**src/design/pfe_pkg.sv**
```systemverilog
package pfe_pkg;

    localparam int STACK_DEPTH_DEF = 128;
    localparam int WORD_W          = 32;
    localparam int DIV_STEPS       = WORD_W;

    localparam logic [7:0] SYM_ZERO  = 8'd48;
    localparam logic [7:0] SYM_PLUS  = 8'd43;
    localparam logic [7:0] SYM_MINUS = 8'd45;
    localparam logic [7:0] SYM_TIMES = 8'd42;
    localparam logic [7:0] SYM_SLASH = 8'd47;

    localparam logic [1:0] ERR_NONE  = 2'd0;
    localparam logic [1:0] ERR_UNDER = 2'd1;
    localparam logic [1:0] ERR_OVER  = 2'd2;
    localparam logic [1:0] ERR_DIVZ  = 2'd3;

    typedef struct packed {
        logic [7:0] symbol;
        logic       last_symbol;
    } in_item_t;

    typedef struct packed {
        logic signed [WORD_W-1:0] value;
        logic [1:0]               status;
    } out_item_t;

    typedef enum logic [2:0] {
        OP_PUSH,
        OP_ADD,
        OP_SUB,
        OP_MUL,
        OP_DIV
    } op_kind_t;

    // Classified command handed from the front to the back
    typedef struct packed {
        op_kind_t          kind;
        logic [WORD_W-1:0] word;
        logic              last;
    } cmd_t;

    typedef struct packed {
        logic              start;
        logic [WORD_W-1:0] num;
        logic [WORD_W-1:0] den;
    } div_req_t;

    typedef struct packed {
        logic              done;
        logic [WORD_W-1:0] quot;
    } div_rsp_t;

endpackage

```
**src/design/pfe_div.sv**
```systemverilog
module pfe_div (
    input  logic              clk,
    input  logic              rst_n,
    input  pfe_pkg::div_req_t req,
    output pfe_pkg::div_rsp_t rsp
);
    import pfe_pkg::*;

    localparam int CNT_W = $clog2(DIV_STEPS + 1);

    logic [WORD_W-1:0] rem_reg;
    logic [WORD_W-1:0] rem_next;
    logic [WORD_W-1:0] quo_reg;
    logic [WORD_W-1:0] quo_next;
    logic [WORD_W-1:0] den_reg;
    logic [WORD_W-1:0] den_next;
    logic [CNT_W-1:0]  cnt_reg;
    logic [CNT_W-1:0]  cnt_next;
    logic              busy_reg;
    logic              busy_next;
    logic              done_reg;
    logic              done_next;
    logic [WORD_W:0]   shifted;
    logic [WORD_W:0]   trial;

    // Restoring division, one quotient bit per cycle
    always_comb
    begin
        shifted   = {rem_reg, quo_reg[WORD_W-1]};
        trial     = shifted - {1'b0, den_reg};
        rem_next  = rem_reg;
        quo_next  = quo_reg;
        den_next  = den_reg;
        cnt_next  = cnt_reg;
        busy_next = busy_reg;
        done_next = 1'b0;
        if (req.start)
        begin
            rem_next  = '0;
            quo_next  = req.num;
            den_next  = req.den;
            cnt_next  = '0;
            busy_next = 1'b1;
        end
        else if (busy_reg)
        begin
            if (trial[WORD_W])
            begin
                rem_next = shifted[WORD_W-1:0];
                quo_next = {quo_reg[WORD_W-2:0], 1'b0};
            end
            else
            begin
                rem_next = trial[WORD_W-1:0];
                quo_next = {quo_reg[WORD_W-2:0], 1'b1};
            end
            cnt_next = cnt_reg + 1'b1;
            if (cnt_reg == CNT_W'(DIV_STEPS - 1))
            begin
                busy_next = 1'b0;
                done_next = 1'b1;
            end
        end
    end

    always_ff @(posedge clk)
    begin
        rem_reg <= rem_next;
        quo_reg <= quo_next;
        den_reg <= den_next;
    end

    always_ff @(posedge clk or negedge rst_n)
    begin
        if (!rst_n)
        begin
            cnt_reg  <= '0;
            busy_reg <= 1'b0;
            done_reg <= 1'b0;
        end
        else
        begin
            cnt_reg  <= cnt_next;
            busy_reg <= busy_next;
            done_reg <= done_next;
        end
    end

    assign rsp.done = done_reg;
    assign rsp.quot = quo_reg;

endmodule

```
**config.mk**
```make
export PLATFORM = sky130hd
export DESIGN_NAME = pfe_div
export DESIGN_NICKNAME = d
export VERILOG_FILES = /design/src/design/pfe_pkg.sv /design/src/design/pfe_div.sv
export SDC_FILE = /design/constraint.sdc
export NUM_CORES = 1
export LEC_CHECK = 0
export ABC_AREA = 0
export BUFFER_PORTS_ARGS = -buffer_cell sky130_fd_sc_hd__buf_2
export CORE_UTILIZATION = 40
export DETAILED_ROUTE_END_ITERATION = 8
export GPL_TIMING_DRIVEN = 0
export PLACE_DENSITY = 0.61
export SYNTH_ARGS = -nofsm -noshare
export SYNTH_HDL_FRONTEND = slang
export SYNTH_SLANG_ARGS = --single-unit
```
**constraint.sdc**
```tcl
create_clock -name clk -period 4 [get_ports clk]
set_input_delay 0.6 -clock clk [delete_from_list [all_inputs] [get_ports clk]]
set_output_delay 0.6 -clock clk [all_outputs]
set_load 0.01 [all_outputs]
```
Word-level counts from Yosys, hierarchy flattened. Cells that the tools add are included.

Mux-type cells: 12. Divide/modulo/power cells: 0. Reduce and logical (&&, ||, !) cells: 1. Add/sub/neg operators: 2. Magnitude comparators: 0. Multiply operators: 0. Equal/unequal tests: 1. Shifts and indexed selects: 0. Bitwise gates (word level): 0.

Operators by type and width (number): 32-bit 2-to-1 mux (3); 33-bit by 32-bit subtractor with 33-bit output (1); 6-bit 2-to-1 mux (2); 1-bit 2-to-1 mux (7); 6-bit by 1-bit adder with 6-bit output, second input constant (1); 6-bit by 5-bit equality test with 1-bit output, second input constant (1); 2-bit nonzero test (1).

Output and inout port bits: 33. Memories: 0. Word-level logic and storage cells: 22. Input port bits: 67. Memory bits (read-only): 0. Register bits after elaboration: 104. Bits in latches: 0. Bits in writable memories: 0.

Longest topological paths before layout.
Word-level depth: 4. Gate-level depth with buffers: 14. Mapped depth without buffers: 12.

Worst setup path after synthesis. No wires, ideal clock.

Kind: register -> register. Start point: register quo_reg[31]. End point: register rem_reg[12]. Required time: 3912 ps. Arrival time: 2908 ps. Setup slack: 1004 ps. Library setup time: 88 ps. Cell stages (with the launch flop): 14. Clock period less this slack: 2996 ps. Buffers on the path: 1. Cells stage by stage: edfxtp_1 -> inv_1 -> ha_1 -> fa_1 -> nand2b_1 -> nor2b_1 -> o211a_1 -> o21ai_4 -> a21oi_2 -> or3_1 -> and4_4 -> buf_6 -> and3_1 -> nor4_2.

Word-level cells in the longest chain between the ends: 2.

Ends and longest elaborated chain: start: declaration (RTL line pfe_div.sv:13) `logic [WORD_W-1:0] quo_reg;`; start signal: assignment (RTL line pfe_div.sv:69) `quo_reg <= quo_next;`; 33-bit by 32-bit subtractor with 33-bit output (RTL line pfe_div.sv:30) `trial = shifted - {1'b0, den_reg};`; 32-bit 2-to-1 mux (RTL line pfe_div.sv:47) `if (trial[WORD_W])`; end signal: assignment (RTL line pfe_div.sv:68) `rem_reg <= rem_next;`; end: declaration (RTL line pfe_div.sv:11) `logic [WORD_W-1:0] rem_reg;`.

No other way between the ends. A chain may end at the register's enable or synchronous reset.

Final worst setup path.
Start point: register quo_reg[31]. End point: register rem_reg[3].

Same word-level chain as after synthesis.

==> results list <==
- The initial utilization of the core area, before any placement, comes to 0.410.
* CTS sink count: 104
- Max-cap violations: 0
- Averaged over all synthesized cells, the footprint is 10.3 sq um.
- The later pin in the worst-skew pair is clocked with a latency of 0.37 ns.
- Across the VDD grid, the largest voltage drop is 201 uV.
- Postcts setup bufs: 0
* Register bit total from synthesis: 104
* Die height: 124 um
* Final Slew Violations: 0
* DRC viols: 0
* Post-synth ARST share: 0.0769
- Top cells by area in the synthesized netlist: sky130_fd_sc_hd__edfxtp_1 (32%), sky130_fd_sc_hd__dfxtp_1 (11%), sky130_fd_sc_hd__ha_1 (6.9%)
- The initial antenna violation count came to 0.
- Die width: 124 um
- After routing, the total negative slack on setup checks comes to 0 ns.
* Tightest Pin Transition: 1.20 ns
- Cell taking the most area after synthesis: sky130_fd_sc_hd__edfxtp_1
- Hold timing on the final database bottoms out at a slack of 0.0620 ns.
* Final Hold Violating Endpoints: 0
- Of the total power, the clock network draws 0.365.
- Detailed-route wire length per cell: 15.6 um
* Initial DRT Pass Iterations: 5
- Summed over all nets, the switching power comes to 0.632 mW.
- Fraction of layout instances using a drive strength above 1: 0.255
- The initialized floorplan defines 44 standard-cell rows.
- The worst setup path is captured at a flip-flop.
- Setup clock skew after layout: 0.0106 ns
- Synthesis-to-layout area growth: 17.1%
- Total number of vias: 4698
* Peak clock frequency supported by timing: 286 MHz
- Depth of the CTS H-tree: 3
- CP peak stage delay: 0.40 ns
- In the finished design, the share of the clock period the worst path needs comes to 0.873.
* Most used DFF post-synth: sky130_fd_sc_hd__edfxtp_1
- Min Clock Period, post-route: 3.49 ns
- Nets@finish: 790
- Internal portion of total power: 1.79 mW
- The count of nets left with antenna violations once routing finished came out at 0.
- For this run, the register share of the synthesized area comes to 0.464.
- Data on the critical path arrives at its endpoint at 3.77 ns.
- After floorplanning, the core was sized to cover 14500 sq um.
* Total wire length after detailed routing: 13700 um
* Number of distinct library cell variants in the gate-level netlist after synthesis: 66
- Unrepaired setup endpoints after global routing: false
- Synthesis produced a netlist whose cell count is 579.
* Global-route wire length before repair: 21600 um
- Result of the run: finished clean
* Setup crit start kind: flip-flop
- Largest fanout on the critical path: 10
- Yosys printed 0 warnings.
- For the worst setup path, the data required time is 4.27 ns.
- Most common library cell in the layout ignoring fill and taps: sky130_fd_sc_hd__buf_2
- Netlist area before placement: 5960 sq um
- Number of antenna diodes: 0
- The finished layout holds 878 standard cells, fillers aside.
- Pwr/cell area: 347 nW/um^2
* Syn nets: 680
* Vias in the first global route: 4357
- Combinational share of power: 0.124
- Once the clock tree was built, the resizer swapped 0 gates to a different size.
- Proportion of netlist area held by the largest area contributor: 0.323
- Critical-path top delay cell: sky130_fd_sc_hd__edfxtp_1
- Clock tree from TritonCTS: done
- Total Routing Usage GR: 0.184
* Detailed placer's ending HPWL: 10000 um
- Measured against its own limit, the worst slew margin works out to 0.200.
* Maximum number of buffers from clock root to sink: 2
* I/O pins: 100
- Most used cells in the layout excluding fill and tap cells: sky130_fd_sc_hd__buf_2 (101), sky130_fd_sc_hd__edfxtp_1 (64), sky130_fd_sc_hd__nand2_1 (63)
- Total of buffers placed on input and output ports: 99
* Leftover overflow at the end of global routing: 0
- At the end of routability-driven placement, the weighted congestion stood at 0.835.
- CP cell instances: inv_1, ha_1, fa_1, nand2b_1, nor2b_1, o211a_1, o21ai_4, a21oi_2, or3_1, nand4_1, buf_2, nand2_1, a311oi_2
* Maximum number of pins on one net before global-route repair: 38
- Switching share of power: 0.261
- Clock-pin slew was measured on the worst setup and hold paths at 0.08 ns.
- Of the total power, registers draw 0.511.
* Setup violations, final: 0
* Hold/Removal Path Class: in -> async
- For this block, the initial DRC count from the detailed router was 270.
- The design draws 2.42 mW.
- Counting tap cells, the placed design contains a total of 862 instances.
- Using the TritonRoute via totals, the vias-per-cell ratio works out to 5.35.
- Master cell of the clock root buffer: sky130_fd_sc_hd__clkbuf_16
* DIE AREA: 15400 sq um
* Number of synthesized flops with an enable pin: 64
- Hold repair after CTS inserted 0 buffers.
* Leak pwr: 2.93 nW
- The setup path with the least slack is of type reg -> reg.
* Utilization after layout: 0.480
- Counting the buffers created by CTS gives 9.
-- per-layer routing --
metal	vias up	share of wire	track usage
li1	2348	-	-
met1	2221	0.47	0.238
met2	112	0.47	0.309
met3	17	0.046	0.0408
met4	0	0.013	0.0536
met5	-	0	0
-- critical path, delay by kind of cell, from the launching register on --
kind	cells	cell delay, ns
AOI/OAI and AO/OA	4	0.86
adders and majority gates	2	0.61
buffers and inverters	2	0.38
DFF	1	0.40
and+or+nand+nor	5	1.15
-- logic make-up (layout without fill, tap and decap cells) --
group | Yosys count | in the layout | synth area share
AO/OA/AOI/OAI | 127 | 127 | 0.160
multiplexers | 34 | 34 | 0.0639
flip-flops | 104 | 104 | 0.464
AND/OR/NAND/NOR | 186 | 186 | 0.153
buffers and inverters | 69 | 184 | 0.0496
XOR/XNOR | 25 | 25 | 0.0368
adder cells (fa/ha/maj) | 34 | 34 | 0.0727
-- stage by stage --
step	instance area (sq um)	worst slack (ns)
4_1_cts	6970	0.480
3_5_place_dp	6680	0.500
5_1_grt	6970	0.345
3_3_place_gp	6680	0.596
6_report	6970	0.506
2_1_floorplan	5960	1.00
-- layout make-up --
type / instances / area, sq um
clock buffers: 10 / 229
inverters: 43 / 161
fillers: 1397 / 7560
well taps: 184 / 230
plain buffers: 26 / 134
clock inverters: 6 / 62.6
repair buffers: 99 / 495
flip-flops and latches: 104 / 2760
multi-input cells: 406 / 2900
-- power groups by stage --
stage | Combinational [mW] | Sequential, mW | Clock [mW]
6_report | 0.300 | 1.24 | 0.883
5_1_grt | 0.336 | 1.25 | 0.960
4_1_cts | 0.302 | 1.24 | 0.908
3_5_place_dp | 0.301 | 1.26 | 0
3_3_place_gp | 0.294 | 1.26 | 0
2_1_floorplan | 0.172 | 1.27 | 0
-- worst paths after layout --
| kind | slack (ns) | startpoint | cells after the start | end |
|---|---|---|---|---|
| worst max-delay path | 0.51 | quo_reg[31] | 13 | rem_reg[3] |
| worst min-delay path | 0.06 | rst_n | 1 | cnt_reg[2] |
| worst max register to register | 0.51 | quo_reg[31] | 13 | rem_reg[3] |
| worst min register to register | 0.50 | rem_reg[20] | 2 | rem_reg[21] |
| max in group asynchronous | 3.77 | rst_n | 1 | done_reg |
| min in group clk | 0.41 | req[13] | 1 | den_reg[13] |
-- cells in the mapped netlist, types with 7 or more instances --
cell type and instances:
sky130_fd_sc_hd__nor2_1 47, sky130_fd_sc_hd__ha_1 33, sky130_fd_sc_hd__inv_1 43, sky130_fd_sc_hd__nand3_1 11, sky130_fd_sc_hd__xnor2_1 12, sky130_fd_sc_hd__nand2_1 63, sky130_fd_sc_hd__nor3_1 7, sky130_fd_sc_hd__a21oi_1 31
sky130_fd_sc_hd__xor2_1 13, sky130_fd_sc_hd__dfxtp_1 32, sky130_fd_sc_hd__nor2b_1 7, sky130_fd_sc_hd__edfxtp_1 64, sky130_fd_sc_hd__a311oi_2 8, sky130_fd_sc_hd__a311oi_1 18, sky130_fd_sc_hd__clkbuf_1 17, sky130_fd_sc_hd__dfrtp_1 8
sky130_fd_sc_hd__o21ai_0 14, sky130_fd_sc_hd__mux2_2 32
Power figures use the tool's default switching activity.
