$ cat src/design/pfe_pkg.sv
package pfe_pkg;

    localparam int STACK_DEPTH_DEF = 128;
    localparam int WORD_W          = 32;
    localparam int DIV_STEPS       = WORD_W;

    localparam logic [7:0] SYM_ZERO  = 8'd48;
    localparam logic [7:0] SYM_PLUS  = 8'd43;
    localparam logic [7:0] SYM_MINUS = 8'd45;
    localparam logic [7:0] SYM_TIMES = 8'd42;
    localparam logic [7:0] SYM_SLASH = 8'd47;

    localparam logic [1:0] ERR_NONE  = 2'd0;
    localparam logic [1:0] ERR_UNDER = 2'd1;
    localparam logic [1:0] ERR_OVER  = 2'd2;
    localparam logic [1:0] ERR_DIVZ  = 2'd3;

    typedef struct packed {
        logic [7:0] symbol;
        logic       last_symbol;
    } in_item_t;

    typedef struct packed {
        logic signed [WORD_W-1:0] value;
        logic [1:0]               status;
    } out_item_t;

    typedef enum logic [2:0] {
        OP_PUSH,
        OP_ADD,
        OP_SUB,
        OP_MUL,
        OP_DIV
    } op_kind_t;

    // Classified command handed from the front to the back
    typedef struct packed {
        op_kind_t          kind;
        logic [WORD_W-1:0] word;
        logic              last;
    } cmd_t;

    typedef struct packed {
        logic              start;
        logic [WORD_W-1:0] num;
        logic [WORD_W-1:0] den;
    } div_req_t;

    typedef struct packed {
        logic              done;
        logic [WORD_W-1:0] quot;
    } div_rsp_t;

endpackage

$ cat src/design/pfe_front.sv
module pfe_front (
    input  logic              clk,
    input  logic              rst_n,
    input  logic              push,
    output logic              full,
    input  pfe_pkg::in_item_t item,
    output logic              cmd_valid,
    output pfe_pkg::cmd_t     cmd,
    input  logic              cmd_take
);
    import pfe_pkg::*;

    cmd_t       q_reg [2];
    logic       wr_ptr_reg;
    logic       wr_ptr_next;
    logic       rd_ptr_reg;
    logic       rd_ptr_next;
    logic [1:0] fill_reg;
    logic [1:0] fill_next;
    logic       accept;
    logic       take;
    cmd_t       classified;

    // Decode the character into an operation and its operand word
    always_comb
    begin
        classified.last = item.last_symbol;
        classified.word = {24'd0, item.symbol} - {24'd0, SYM_ZERO};
        case (item.symbol)
            SYM_PLUS:  classified.kind = OP_ADD;
            SYM_MINUS: classified.kind = OP_SUB;
            SYM_TIMES: classified.kind = OP_MUL;
            SYM_SLASH: classified.kind = OP_DIV;
            default:   classified.kind = OP_PUSH;
        endcase
    end

    assign full      = (fill_reg == 2'd2);
    assign cmd_valid = (fill_reg != 2'd0);
    assign cmd       = q_reg[rd_ptr_reg];
    assign accept    = push && !full;
    assign take      = cmd_take && cmd_valid;

    always_comb
    begin
        wr_ptr_next = accept ? ~wr_ptr_reg : wr_ptr_reg;
        rd_ptr_next = take ? ~rd_ptr_reg : rd_ptr_reg;
        fill_next   = fill_reg + {1'b0, accept} - {1'b0, take};
    end

    always_ff @(posedge clk)
    begin
        if (accept)
        begin
            q_reg[wr_ptr_reg] <= classified;
        end
    end

    always_ff @(posedge clk or negedge rst_n)
    begin
        if (!rst_n)
        begin
            wr_ptr_reg <= 1'b0;
            rd_ptr_reg <= 1'b0;
            fill_reg   <= 2'd0;
        end
        else
        begin
            wr_ptr_reg <= wr_ptr_next;
            rd_ptr_reg <= rd_ptr_next;
            fill_reg   <= fill_next;
        end
    end

endmodule

$ cat config.mk
export PLATFORM = sky130hd
export DESIGN_NAME = pfe_front
export DESIGN_NICKNAME = d
export VERILOG_FILES = /design/src/design/pfe_pkg.sv /design/src/design/pfe_front.sv
export SDC_FILE = /design/constraint.sdc
export NUM_CORES = 1
export LEC_CHECK = 0
export BUFFER_PORTS_ARGS = -buffer_cell sky130_fd_sc_hd__buf_4
export CORE_UTILIZATION = 53
export DETAILED_ROUTE_END_ITERATION = 6
export PLACE_DENSITY_LB_ADDON = 0.3
export SYNTH_ARGS = -nofsm -noshare
export SYNTH_HDL_FRONTEND = slang
export SYNTH_SLANG_ARGS = --single-unit
$ cat constraint.sdc
create_clock -name clk -period 3.02 [get_ports clk]
set_input_delay 0 -clock clk [delete_from_list [all_inputs] [get_ports clk]]
set_output_delay 0 -clock clk [all_outputs]
set_load 0.01 [all_outputs]
* Word-level counts from Yosys, hierarchy flattened *
Memory sizes are Yosys's and may differ from the RTL's.
Cells that the tools add are included.

storage, ports and cells
  bits in registers = 4
  bits in writable memories = 72
  input bits = 13
  output and inout port bits = 38
  memories kept = 1

memory list
  memory  depth  width  rd ports  clocked after memory_dff  wr ports  line             RTL
  q_reg   2      36     1         0                         1         pfe_front.sv:13  cmd_t q_reg [2];

cells by class
  $add $sub $neg = 3
  equality and inequality tests = 5
  muxes and demuxes = 3
  bitwise logic cells = 2
  reductions and logical operators = 4

operators by type and width
  cell                   number
  $eq A8 B6 Y1 const B   4
  $pmux W3 S4            1
  $sub A8 B6 Y9 const B  1
  $add A2 B1 Y2          1
  $eq A2 B2 Y1 const B   1
  $logic_and A1 B1 Y1    2
  $mux W1                2
  $not A1 Y1             2
  $reduce_bool A2 Y1     1
  $sub A2 B1 Y2          1
  $logic_not A1 Y1       1

* Longest topological paths before layout *
Gate-level depths: netlist of the first run.

  depth in word-level cells = 5
  gate-level depth with buffers = 7
  depth with buffers taken out = 7

* Worst setup path before layout of the first run *
OpenSTA, ideal clock, no wires.

  kind = register to register
  from = register fill_reg[1]
  to = register fill_reg[1]
  library setup time = 0.123 ns
  data arrival time = 1.514 ns
  required time = 2.897 ns
  slack = 1.383 ns
  stages on the path, launching flop included = 8
  path buffers = 0
  period minus slack after synthesis = 1.637 ns
  cell sequence = dfrtp_1 > or2_4 > and2_4 > ha_1 > inv_1 > ha_1 > xnor2_1 > xnor2_1

on the way
  elaborated cells on any way between the ends = 7
  classes of those cells = 2 x add/sub; 1 x eq/ne; 4 x reduce/logical

RTL lines
  element                   line             RTL
  start: declaration        pfe_front.sv:18  logic [1:0] fill_reg;
  start signal: assignment  pfe_front.sv:71  fill_reg <= fill_next;
  $reduce_bool A2 Y1        pfe_front.sv:39  assign cmd_valid = (fill_reg != 2'd0);
  via cmd_valid             pfe_front.sv:7   output logic cmd_valid,
  $logic_and A1 B1 Y1       pfe_front.sv:42  assign take = cmd_take && cmd_valid;
  via take                  pfe_front.sv:21  logic take;
  $sub A2 B1 Y2             pfe_front.sv:48  fill_next = fill_reg + {1'b0, accept} - {1'b0, take};
  via fill_next[1]          pfe_front.sv:19  logic [1:0] fill_next;

The timed path passes the listed nets, and every way through them passes these cells.
A chain may end at the register's enable or synchronous reset.

==> results.sh, run 1 <==
export IMPL_cts_buffers=5
export IMPL_pre_cts_ws_ns=1.34
export IMPL_vias_per_cell=4.90
export IMPL_clk_pin_slew_worst_paths_ns=0.08
export IMPL_clk_latency_ns=0.32
export IMPL_setup_worst_path_start="rd_ptr_reg"
export IMPL_first_global_vias=784
export IMPL_detail_route_wirelength_um=2380
export IMPL_grt_first_pass_wirelength_um=3520
export IMPL_post_route_cells_drive_above_1_share_pct=47.2
export IMPL_min_delay_start="push"
export IMPL_fp_dieArea_um2=2960
export IMPL_cts_num_sinks=30
export IMPL_slew_hr_pct=50.9
export IMPL_drc_violations=0
export IMPL_synthesis_area_per_instance_um2=14.9
export IMPL_finalNetCount=160
export IMPL_finalWeightedCongestion=0.674
export IMPL_synthesized_netlist_cell_count=98
export IMPL_post_cts_setup_buffer_count=0
export IMPL_drtIter0Drc=2
export IMPL_final_instance_count_excl_fill=174
export IMPL_placedCellCount=155
export IMPL_maxSlewViolCount=0
export IMPL_post_dp_cell_area_um2=1690
export IMPL_clock_fmax_mhz=562
export IMPL_initial_utilization_pct=57.3
export IMPL_floorplan_die_height_um=54.4
export IMPL_setup_reg_to_reg_worst_slack_ns=1.33
export IMPL_async_reset_ff_share_pct=13.3
export IMPL_chipWidth_um=54.4
export IMPL_p_per_area_nw_per_um2=925
export IMPL_crit_path_start_kind="flop"
export IMPL_ioPinCount=51
export IMPL_wl_per_cell_um=13.7
export IMPL_cts_hold_buf=10
export IMPL_cap_violations=0
export IMPL_filler_cells_inserted=169
export IMPL_whs_path_depth=3
export IMPL_critical_path_required_ns=3.02
export IMPL_core_um2=2540
export IMPL_grt_overflow=0
export IMPL_detailroute_via_count=853
export IMPL_vdd_drop_max_uv=668
export IMPL_final_min_clock_period_ns=1.78
export IMPL_critical_path_class="flop to output port"
export IMPL_cts_htree_levels=2
export IMPL_tritoncts_clock_tree="yes"
export IMPL_p_total_mw=1.72
export IMPL_drtPass1Iterations=2
export IMPL_crit_reg2reg_launch="fill_reg[1]"
export IMPL_synth_cell_type_count=22
export IMPL_final_cycle_share_pct=59.0
export IMPL_diodes=0
export IMPL_placement_io_buffers=50
export IMPL_synth_area_um2=1460
export IMPL_setup_violations=0
export IMPL_synth_flop_cell="sky130_fd_sc_hd__edfxtp_1"
export IMPL_worstRegToRegCells=7
export IMPL_layout_cells_most_common="sky130_fd_sc_hd__buf_4"
export IMPL_timing_critical_path_to_type="output port"
export IMPL_synth_seq_area_share_pct=60.4
export IMPL_ctsLongestPathBuffers=2
export IMPL_outcome="finished clean"
export IMPL_rsz0062_at_grt="false"
export IMPL_final_setup_tns_ns=0
export IMPL_grt_start_max_net_pins=25
export IMPL_gr_usage_all_layers_pct=18.8
export IMPL_final_setup_worst_slack_ns=1.24
export IMPL_antenna_violating_nets_post_route=0
export IMPL_layout_cells_most_common_list="51 x sky130_fd_sc_hd__buf_4, 26 x sky130_fd_sc_hd__edfxtp_1, 11 x sky130_fd_sc_hd__dlygate4sd3_1"
export IMPL_cts_resized_gates=0
export IMPL_synth_edff_count=26
export IMPL_detailed_place_hpwl_um=1670
export IMPL_finalHoldViolCount=0
export IMPL_antenna_violations_before_repair=0
export IMPL_critical_path_peak_fanout=24
export IMPL_worstHoldPathType="input port to flop"
export IMPL_layout_area_overhead_vs_synth_pct=27.8
export IMPL_total_leakage_power_nw=0.816
export IMPL_final_design_area_no_fill_um2=1860
export IMPL_root_buffer="sky130_fd_sc_hd__clkbuf_4"
export IMPL_critPathArrivalTime_ns=1.78
export IMPL_largest_register_ffs=26
export IMPL_number_of_synthesized_register_bits=30
export IMPL_timing_clock_skew_ns=0.00329
export IMPL_row_count=18
export IMPL_synth_nets=115
export IMPL_synthesis_yosys_warnings=0
export IMPL_worst_slew_pin_transition_ns=0.736
metrics by stage:
step | util (%) | hold WS (ns)
2_1_floorplan | - | -0.296
3_5_place_dp | 66.6 | -0.199
4_1_cts | 72.8 | 0.000744
5_1_grt | 73.2 | 0.0152
6_report | 73.2 | 0.0148
3_3_place_gp | 66.6 | -0.202
layout make-up:
type / count / area, µm² / area share (%)
tap: 30 / 37.5 / 2.01
inverter: 4 / 15.0 / 0.806
clock buffer: 8 / 58.8 / 3.16
timing repair buffer: 62 / 493 / 26.5
sequential: 30 / 881 / 47.3
multi-input combinational: 40 / 378 / 20.3
report_power, final:
part	total [mW]	switching [mW]	internal [mW]
Sequential	0.657	0.0814	0.576
Clock	0.240	0.126	0.115
Combinational	0.826	0.356	0.470
path summary, 6_finish.rpt:
path	end
min	wr_ptr_reg
max in group asynchronous	rd_ptr_reg
min reg2reg	wr_ptr_reg
max	cmd[21]
max reg2reg	fill_reg[1]
min in group asynchronous	fill_reg[0]
critical path, cell delays in order, from the launching register on:
cell,delay [ns]
sky130_fd_sc_hd__dfrtp_1,0.82
sky130_fd_sc_hd__mux2_4,0.45
sky130_fd_sc_hd__buf_4,0.18
layer usage:
metal | part of all wire, % | global-route usage (%)
met2 | 53 | 34.1
met5 | 0 | 0
met3 | 7.1 | 7.50
met1 | 38 | 17.8
met4 | 1.9 | 10.3
synthesized netlist by cell type, types with 2 or more instances:
master / count / area, µm²
sky130_fd_sc_hd__a21oi_1: 2 / 10.0
sky130_fd_sc_hd__buf_4: 23 / 173
sky130_fd_sc_hd__dfrtp_1: 4 / 100
sky130_fd_sc_hd__edfxtp_1: 26 / 781
sky130_fd_sc_hd__ha_1: 4 / 50.1
sky130_fd_sc_hd__inv_1: 4 / 15.0
sky130_fd_sc_hd__mux2_1: 4 / 45.0
sky130_fd_sc_hd__mux2_4: 9 / 135
sky130_fd_sc_hd__nand2_1: 2 / 7.51
sky130_fd_sc_hd__nor2_1: 4 / 15.0
sky130_fd_sc_hd__xnor2_1: 4 / 35.0
sky130_fd_sc_hd__xor2_1: 2 / 17.5
cell families (layout without fill, tap and decap cells):
logic type | Yosys count | after routing | share of synthesized area, %
AOI/OAI and AO/OA | 2 | 2 | 0.687
xor gates and xnor gates | 6 | 6 | 3.61
adders and majority gates | 4 | 4 | 3.43
buffers and inverters | 28 | 74 | 13.6
DFF | 30 | 30 | 60.4
muxes | 13 | 13 | 12.4
and+or+nand+nor | 15 | 15 | 5.84
Note: power is estimated with default switching activity, not from simulation.
==> run 2: changes to the inputs <==
- CORE_UTILIZATION: 53 -> 44
- clock period: 3.02 -> 1.4 ns (I/O delays scaled with it)
==> run 2 against run 1 <==
The run now ends with negative setup slack left. Sequential cell count unchanged. Die area increased by 20%. Clock power grew 93%. Sequential share of layout area down 9.0 points. Sequential power grew 110%. First-iteration DRC count increased to 23 times the previous value. Via count grew 10%. Hold slack got worse by 0.0045 ns. Critical path depth is 5 higher. Design area is 24% higher.
==> results.sh, run 2 (synthesis results as in run 1) <==
export IMPL_outcome="finished, violations left"
export IMPL_violations="negative setup slack"
export IMPL_final_min_clock_period_ns=1.61
export IMPL_p_total_mw=4.96
export IMPL_critical_path_class="flop to flop"
export IMPL_final_setup_worst_slack_ns=-0.211
export IMPL_layout_cells_most_common="sky130_fd_sc_hd__buf_6"
export IMPL_row_count=20
export IMPL_final_design_area_no_fill_um2=2310
export IMPL_wl_per_cell_um=13.8
export IMPL_cap_violations=0
export IMPL_slew_hr_pct=82.3
export IMPL_grt_overflow=0
export IMPL_maxSlewViolCount=0
export IMPL_diodes=0
export IMPL_fp_dieArea_um2=3550
export IMPL_finalNetCount=178
export IMPL_crit_path_start_kind="flop"
export IMPL_setup_violations=35
export IMPL_critPathArrivalTime_ns=1.86
export IMPL_antenna_violating_nets_post_route=0
export IMPL_antenna_violations_before_repair=0
export IMPL_total_leakage_power_nw=1.00
export IMPL_core_um2=3100
export IMPL_chipWidth_um=59.6
export IMPL_finalHoldViolCount=0
export IMPL_ioPinCount=51
export IMPL_layout_area_overhead_vs_synth_pct=58.3
export IMPL_first_global_vias=956
export IMPL_clk_latency_ns=0.33
export IMPL_vdd_drop_max_uv=1300
export IMPL_root_buffer="sky130_fd_sc_hd__clkbuf_4"
export IMPL_initial_utilization_pct=47.0
export IMPL_worstHoldPathType="input port to flop"
export IMPL_cts_buffers=5
export IMPL_vias_per_cell=4.55
export IMPL_drtPass1Iterations=4
export IMPL_grt_first_pass_wirelength_um=4410
export IMPL_cts_htree_levels=2
export IMPL_drtIter0Drc=46
export IMPL_ctsLongestPathBuffers=2
export IMPL_pre_cts_ws_ns=-0.260
export IMPL_layout_cells_most_common_list="43 x sky130_fd_sc_hd__buf_6, 26 x sky130_fd_sc_hd__edfxtp_1, 21 x sky130_fd_sc_hd__buf_4"
export IMPL_detailed_place_hpwl_um=1760
export IMPL_timing_critical_path_to_type="flop"
export IMPL_finalWeightedCongestion=0.712
export IMPL_placement_io_buffers=50
export IMPL_clk_pin_slew_worst_paths_ns=0.09
export IMPL_final_setup_tns_ns=-2.46
export IMPL_detail_route_wirelength_um=2850
export IMPL_timing_clock_skew_ns=0.00643
export IMPL_tritoncts_clock_tree="yes"
export IMPL_largest_register_ffs=26
export IMPL_rsz0062_at_grt="true"
export IMPL_detailroute_via_count=938
export IMPL_hold_slack_ns=0.0103
export IMPL_clock_fmax_mhz=621
export IMPL_final_cycle_share_pct=115
export IMPL_critical_path_required_ns=1.65
export IMPL_floorplan_die_height_um=59.6
export IMPL_post_route_cells_drive_above_1_share_pct=62.3
export IMPL_post_dp_cell_area_um2=1820
export IMPL_gr_usage_all_layers_pct=18.1
export IMPL_critical_path_peak_fanout=2
export IMPL_grt_start_max_net_pins=10
export IMPL_p_per_area_nw_per_um2=2150
export IMPL_cts_num_sinks=30
export IMPL_drc_violations=0
export IMPL_worst_slew_pin_transition_ns=0.263
-- run 2: area by class of cell --
| type | instances | area [µm²] |
|---|---|---|
| sequential | 30 | 882 |
| timing repair buffer | 77 | 812 |
| fill | 213 | 796 |
| multi-input combinational | 43 | 493 |
| tap | 44 | 55.1 |
| clock buffer | 6 | 41.3 |
| inverter | 4 | 15.0 |
| clock inverter | 2 | 8.76 |
-- run 2: timing repair --
action                     4_1_cts  5_1_grt
cloned                           4        0
setup endpoints to repair       63       59
hold buffers                     9        0
hold endpoints to repair        20        0
setup buffers                    6        1
gates resized for setup         55        5
pin swaps                        3        0
-- run 2: worst paths after layout --
path | start | endpoint | slack, ns | cells after the start
hold reg to reg | wr_ptr_reg | wr_ptr_reg | 0.56 | 1
hold / removal | item[7] | q_reg[0][32] | 0.01 | 2
min in group asynchronous | rst_n | fill_reg[0] | 0.56 | 3
setup reg to reg | fill_reg[1] | fill_reg[1] | -0.21 | 7
setup / recovery | fill_reg[1] | fill_reg[1] | -0.21 | 7
max in group asynchronous | rst_n | rd_ptr_reg | 0.65 | 3
-- run 2: critical path, stage by stage (launching register included) --
cell	delay [ns]
sky130_fd_sc_hd__dfrtp_1	0.39
sky130_fd_sc_hd__or2_4	0.25
sky130_fd_sc_hd__and2_4	0.15
sky130_fd_sc_hd__ha_4	0.25
sky130_fd_sc_hd__inv_2	0.04
sky130_fd_sc_hd__ha_4	0.15
sky130_fd_sc_hd__xnor2_2	0.13
sky130_fd_sc_hd__xnor2_1	0.17
-- run 2: metrics by stage --
step                instances  utilization [%]
floorplan                  98                -
global placement          178             58.5
detailed placement        178             58.5
CTS                       205             73.7
global route              206             74.4
finish                    206             74.4
-- run 2: power by group --
group	switching [mW]	internal [mW]	leakage (nW)
clock	0.275	0.188	0.0297
combinational	1.18	1.95	0.685
sequential	0.122	1.25	0.290
-- run 2: metal layers --
layer | part of all wire, % | vias to the layer above | global-route usage [%]
met5 | 0 | - | 0
met4 | 1.5 | 0 | 7.97
met3 | 6.6 | 6 | 6.55
met2 | 53 | 49 | 32.3
met1 | 39 | 429 | 19.2
li1 | - | 454 | -
==> run 3: changes to the inputs <==
- SKIP_CTS_REPAIR_TIMING: unset -> 1
==> run 3 against run 2 <==
The flow still finishes with violations (negative setup slack). Worst setup slack got worse by 0.0036 ns. Via count rose by 2.0%. Core utilization fell by 0.65 points. Clock skew rose by 0.0043 ns. Fmax fell by 0.22%. Global-route usage fell by 4.0 points. Largest power group unchanged. Sequential cell count did not move. Count of clock-buffer cells in the layout did not move.
==> results.sh, run 3 (synthesis results as in run 1) <==
export IMPL_outcome="finished, violations left"
export IMPL_violations="negative setup slack"
export IMPL_share_clk_of_total_power_pct=9.7
export IMPL_drtPass1Iterations=4
export IMPL_whs_path_depth=2
export IMPL_chipWidth_um=59.6
export IMPL_fp_dieArea_um2=3550
export IMPL_crit_reg2reg_launch="fill_reg[1]"
export IMPL_layout_core_utilization_pct=73.7
export IMPL_antenna_violations_before_repair=0
export IMPL_setup_reg_to_reg_worst_slack_ns=-0.21
export IMPL_p_per_area_nw_per_um2=2140
export IMPL_power_switching_mw=1.58
export IMPL_final_min_clock_period_ns=1.61
export IMPL_layout_area_overhead_vs_synth_pct=56.9
export IMPL_ioPinCount=51
export IMPL_vdd_drop_max_uv=1150
export IMPL_timing_critical_path_to_type="flop"
export IMPL_min_delay_start="item[7]"
export IMPL_drtIter0Drc=37
export IMPL_critical_path_peak_fanout=2
export IMPL_netSwitchingFraction_pct=32.3
export IMPL_clk_pin_slew_worst_paths_ns=0.09
export IMPL_maxSlewViolCount=0
export IMPL_cts_num_sinks=30
export IMPL_critical_path_required_ns=1.65
export IMPL_finalHoldViolCount=0
export IMPL_post_route_cells_drive_above_1_share_pct=61.7
export IMPL_drc_violations=0
export IMPL_clock_fmax_mhz=620
export IMPL_final_setup_worst_slack_ns=-0.214
export IMPL_row_count=20
export IMPL_total_leakage_power_nw=0.995
export IMPL_finalWeightedCongestion=0.712
export IMPL_antenna_violating_nets_post_route=0
export IMPL_post_dp_cell_area_um2=1820
export IMPL_layout_cells_most_common_list="42 x sky130_fd_sc_hd__buf_6, 26 x sky130_fd_sc_hd__edfxtp_1, 23 x sky130_fd_sc_hd__buf_4"
export IMPL_ctsLongestPathBuffers=2
export IMPL_final_design_area_no_fill_um2=2290
export IMPL_power_share_sequential_pct=27.9
export IMPL_internal_power_mw=3.32
export IMPL_grt_first_pass_wirelength_um=3440
export IMPL_cts_htree_levels=2
export IMPL_worst_slew_pin_transition_ns=0.267
export IMPL_grt_start_max_net_pins=25
export IMPL_rsz0062_at_grt="true"
export IMPL_slew_hr_pct=82.1
export IMPL_final_cycle_share_pct=115
export IMPL_first_global_vias=776
export IMPL_worstRegToRegCells=7
export IMPL_diodes=0
export IMPL_layout_cells_most_common="sky130_fd_sc_hd__buf_6"
export IMPL_setup_violations=38
export IMPL_core_um2=3100
export IMPL_wl_per_cell_um=14.3
export IMPL_placement_io_buffers=50
export IMPL_clk_latency_ns=0.33
export IMPL_critical_path_class="flop to flop"
export IMPL_grt_overflow=0
export IMPL_tritoncts_clock_tree="yes"
export IMPL_floorplan_die_height_um=59.6
export IMPL_largest_register_ffs=26
export IMPL_reg2reg_to="fill_reg[1]"
export IMPL_detailed_place_hpwl_um=1760
export IMPL_crit_path_start_kind="flop"
export IMPL_cap_violations=0
export IMPL_comb_power_share_pct=62.4
export IMPL_root_buffer="sky130_fd_sc_hd__clkbuf_4"
export IMPL_initial_utilization_pct=47.0
export IMPL_critPathArrivalTime_ns=1.86
export IMPL_detail_route_wirelength_um=2950
export IMPL_cts_buffers=5
export IMPL_gr_usage_all_layers_pct=14.2
export IMPL_timing_clock_skew_ns=0.0107
export IMPL_worstHoldPathType="input port to flop"
export IMPL_vias_per_cell=4.65
export IMPL_min_delay_worst_endpoint="q_reg[0][32]"
export IMPL_finalNetCount=178
export IMPL_detailroute_via_count=957
==> run 3: area by class of cell <==
type                    count  area (µm²)
inverters                   4        15.0
repair buffers             77         796
well taps                  44        55.1
fillers                   217         816
clock inverters             2        8.76
clock buffers               6        41.3
flip-flops and latches     30         882
multi-input cells          43         489
==> run 3: worst max path at each step <==
stage                      startpoint     endpoint  slack [ns]  cells past startpoint
after floorplan           fill_reg[0]  fill_reg[1]       -0.19                      7
after global placement    fill_reg[0]  fill_reg[1]       -0.16                      7
after detailed placement  fill_reg[0]  fill_reg[1]       -0.26                      7
after CTS                 fill_reg[0]  fill_reg[1]       -0.29                      7
after global routing      fill_reg[1]  fill_reg[1]       -0.25                      7
final                     fill_reg[1]  fill_reg[1]       -0.21                      7
==> run 3: through the flow <==
step                      hold WS, ns  setup TNS, ns  std cells  worst slack, ns  total power, mW
final                          0.0105          -2.20        206           -0.214             4.90
after global routing           0.0132          -4.50        206           -0.245             5.15
after CTS                      -0.563          -5.79        186           -0.290             3.96
after detailed placement       -0.200          -1.04        178           -0.260             3.49
after global placement         -0.202         -0.156        178           -0.156             3.43
after floorplan                -0.296         -0.203         98           -0.190             2.79
==> run 3: metal layers <==
layer	GRT usage (%)	routed length [µm]	up-vias	part of all wire [%]
met5	0	0	-	0
met4	7.97	49	0	1.7
met3	5.90	187	6	6.3
met2	23.8	1620	47	55
met1	15.0	1100	448	37
li1	-	-	456	-
==> run 3: power by group through the flow <==
| stage | Combinational, mW | Clock, mW | Sequential [mW] |
|---|---|---|---|
| after floorplan | 1.45 | 0 | 1.34 |
| after global placement | 2.09 | 0 | 1.34 |
| after detailed placement | 2.14 | 0 | 1.36 |
| after CTS | 2.14 | 0.477 | 1.34 |
| after global routing | 3.24 | 0.524 | 1.39 |
| final | 3.06 | 0.475 | 1.37 |
==> run 3: critical path, cell delays in order, from the launching register on <==
cell and delay (ns):
sky130_fd_sc_hd__dfrtp_1 0.39, sky130_fd_sc_hd__or2_4 0.26, sky130_fd_sc_hd__and2_4 0.15, sky130_fd_sc_hd__ha_4 0.25, sky130_fd_sc_hd__inv_2 0.03, sky130_fd_sc_hd__ha_4 0.15
sky130_fd_sc_hd__xnor2_2 0.13, sky130_fd_sc_hd__xnor2_1 0.17
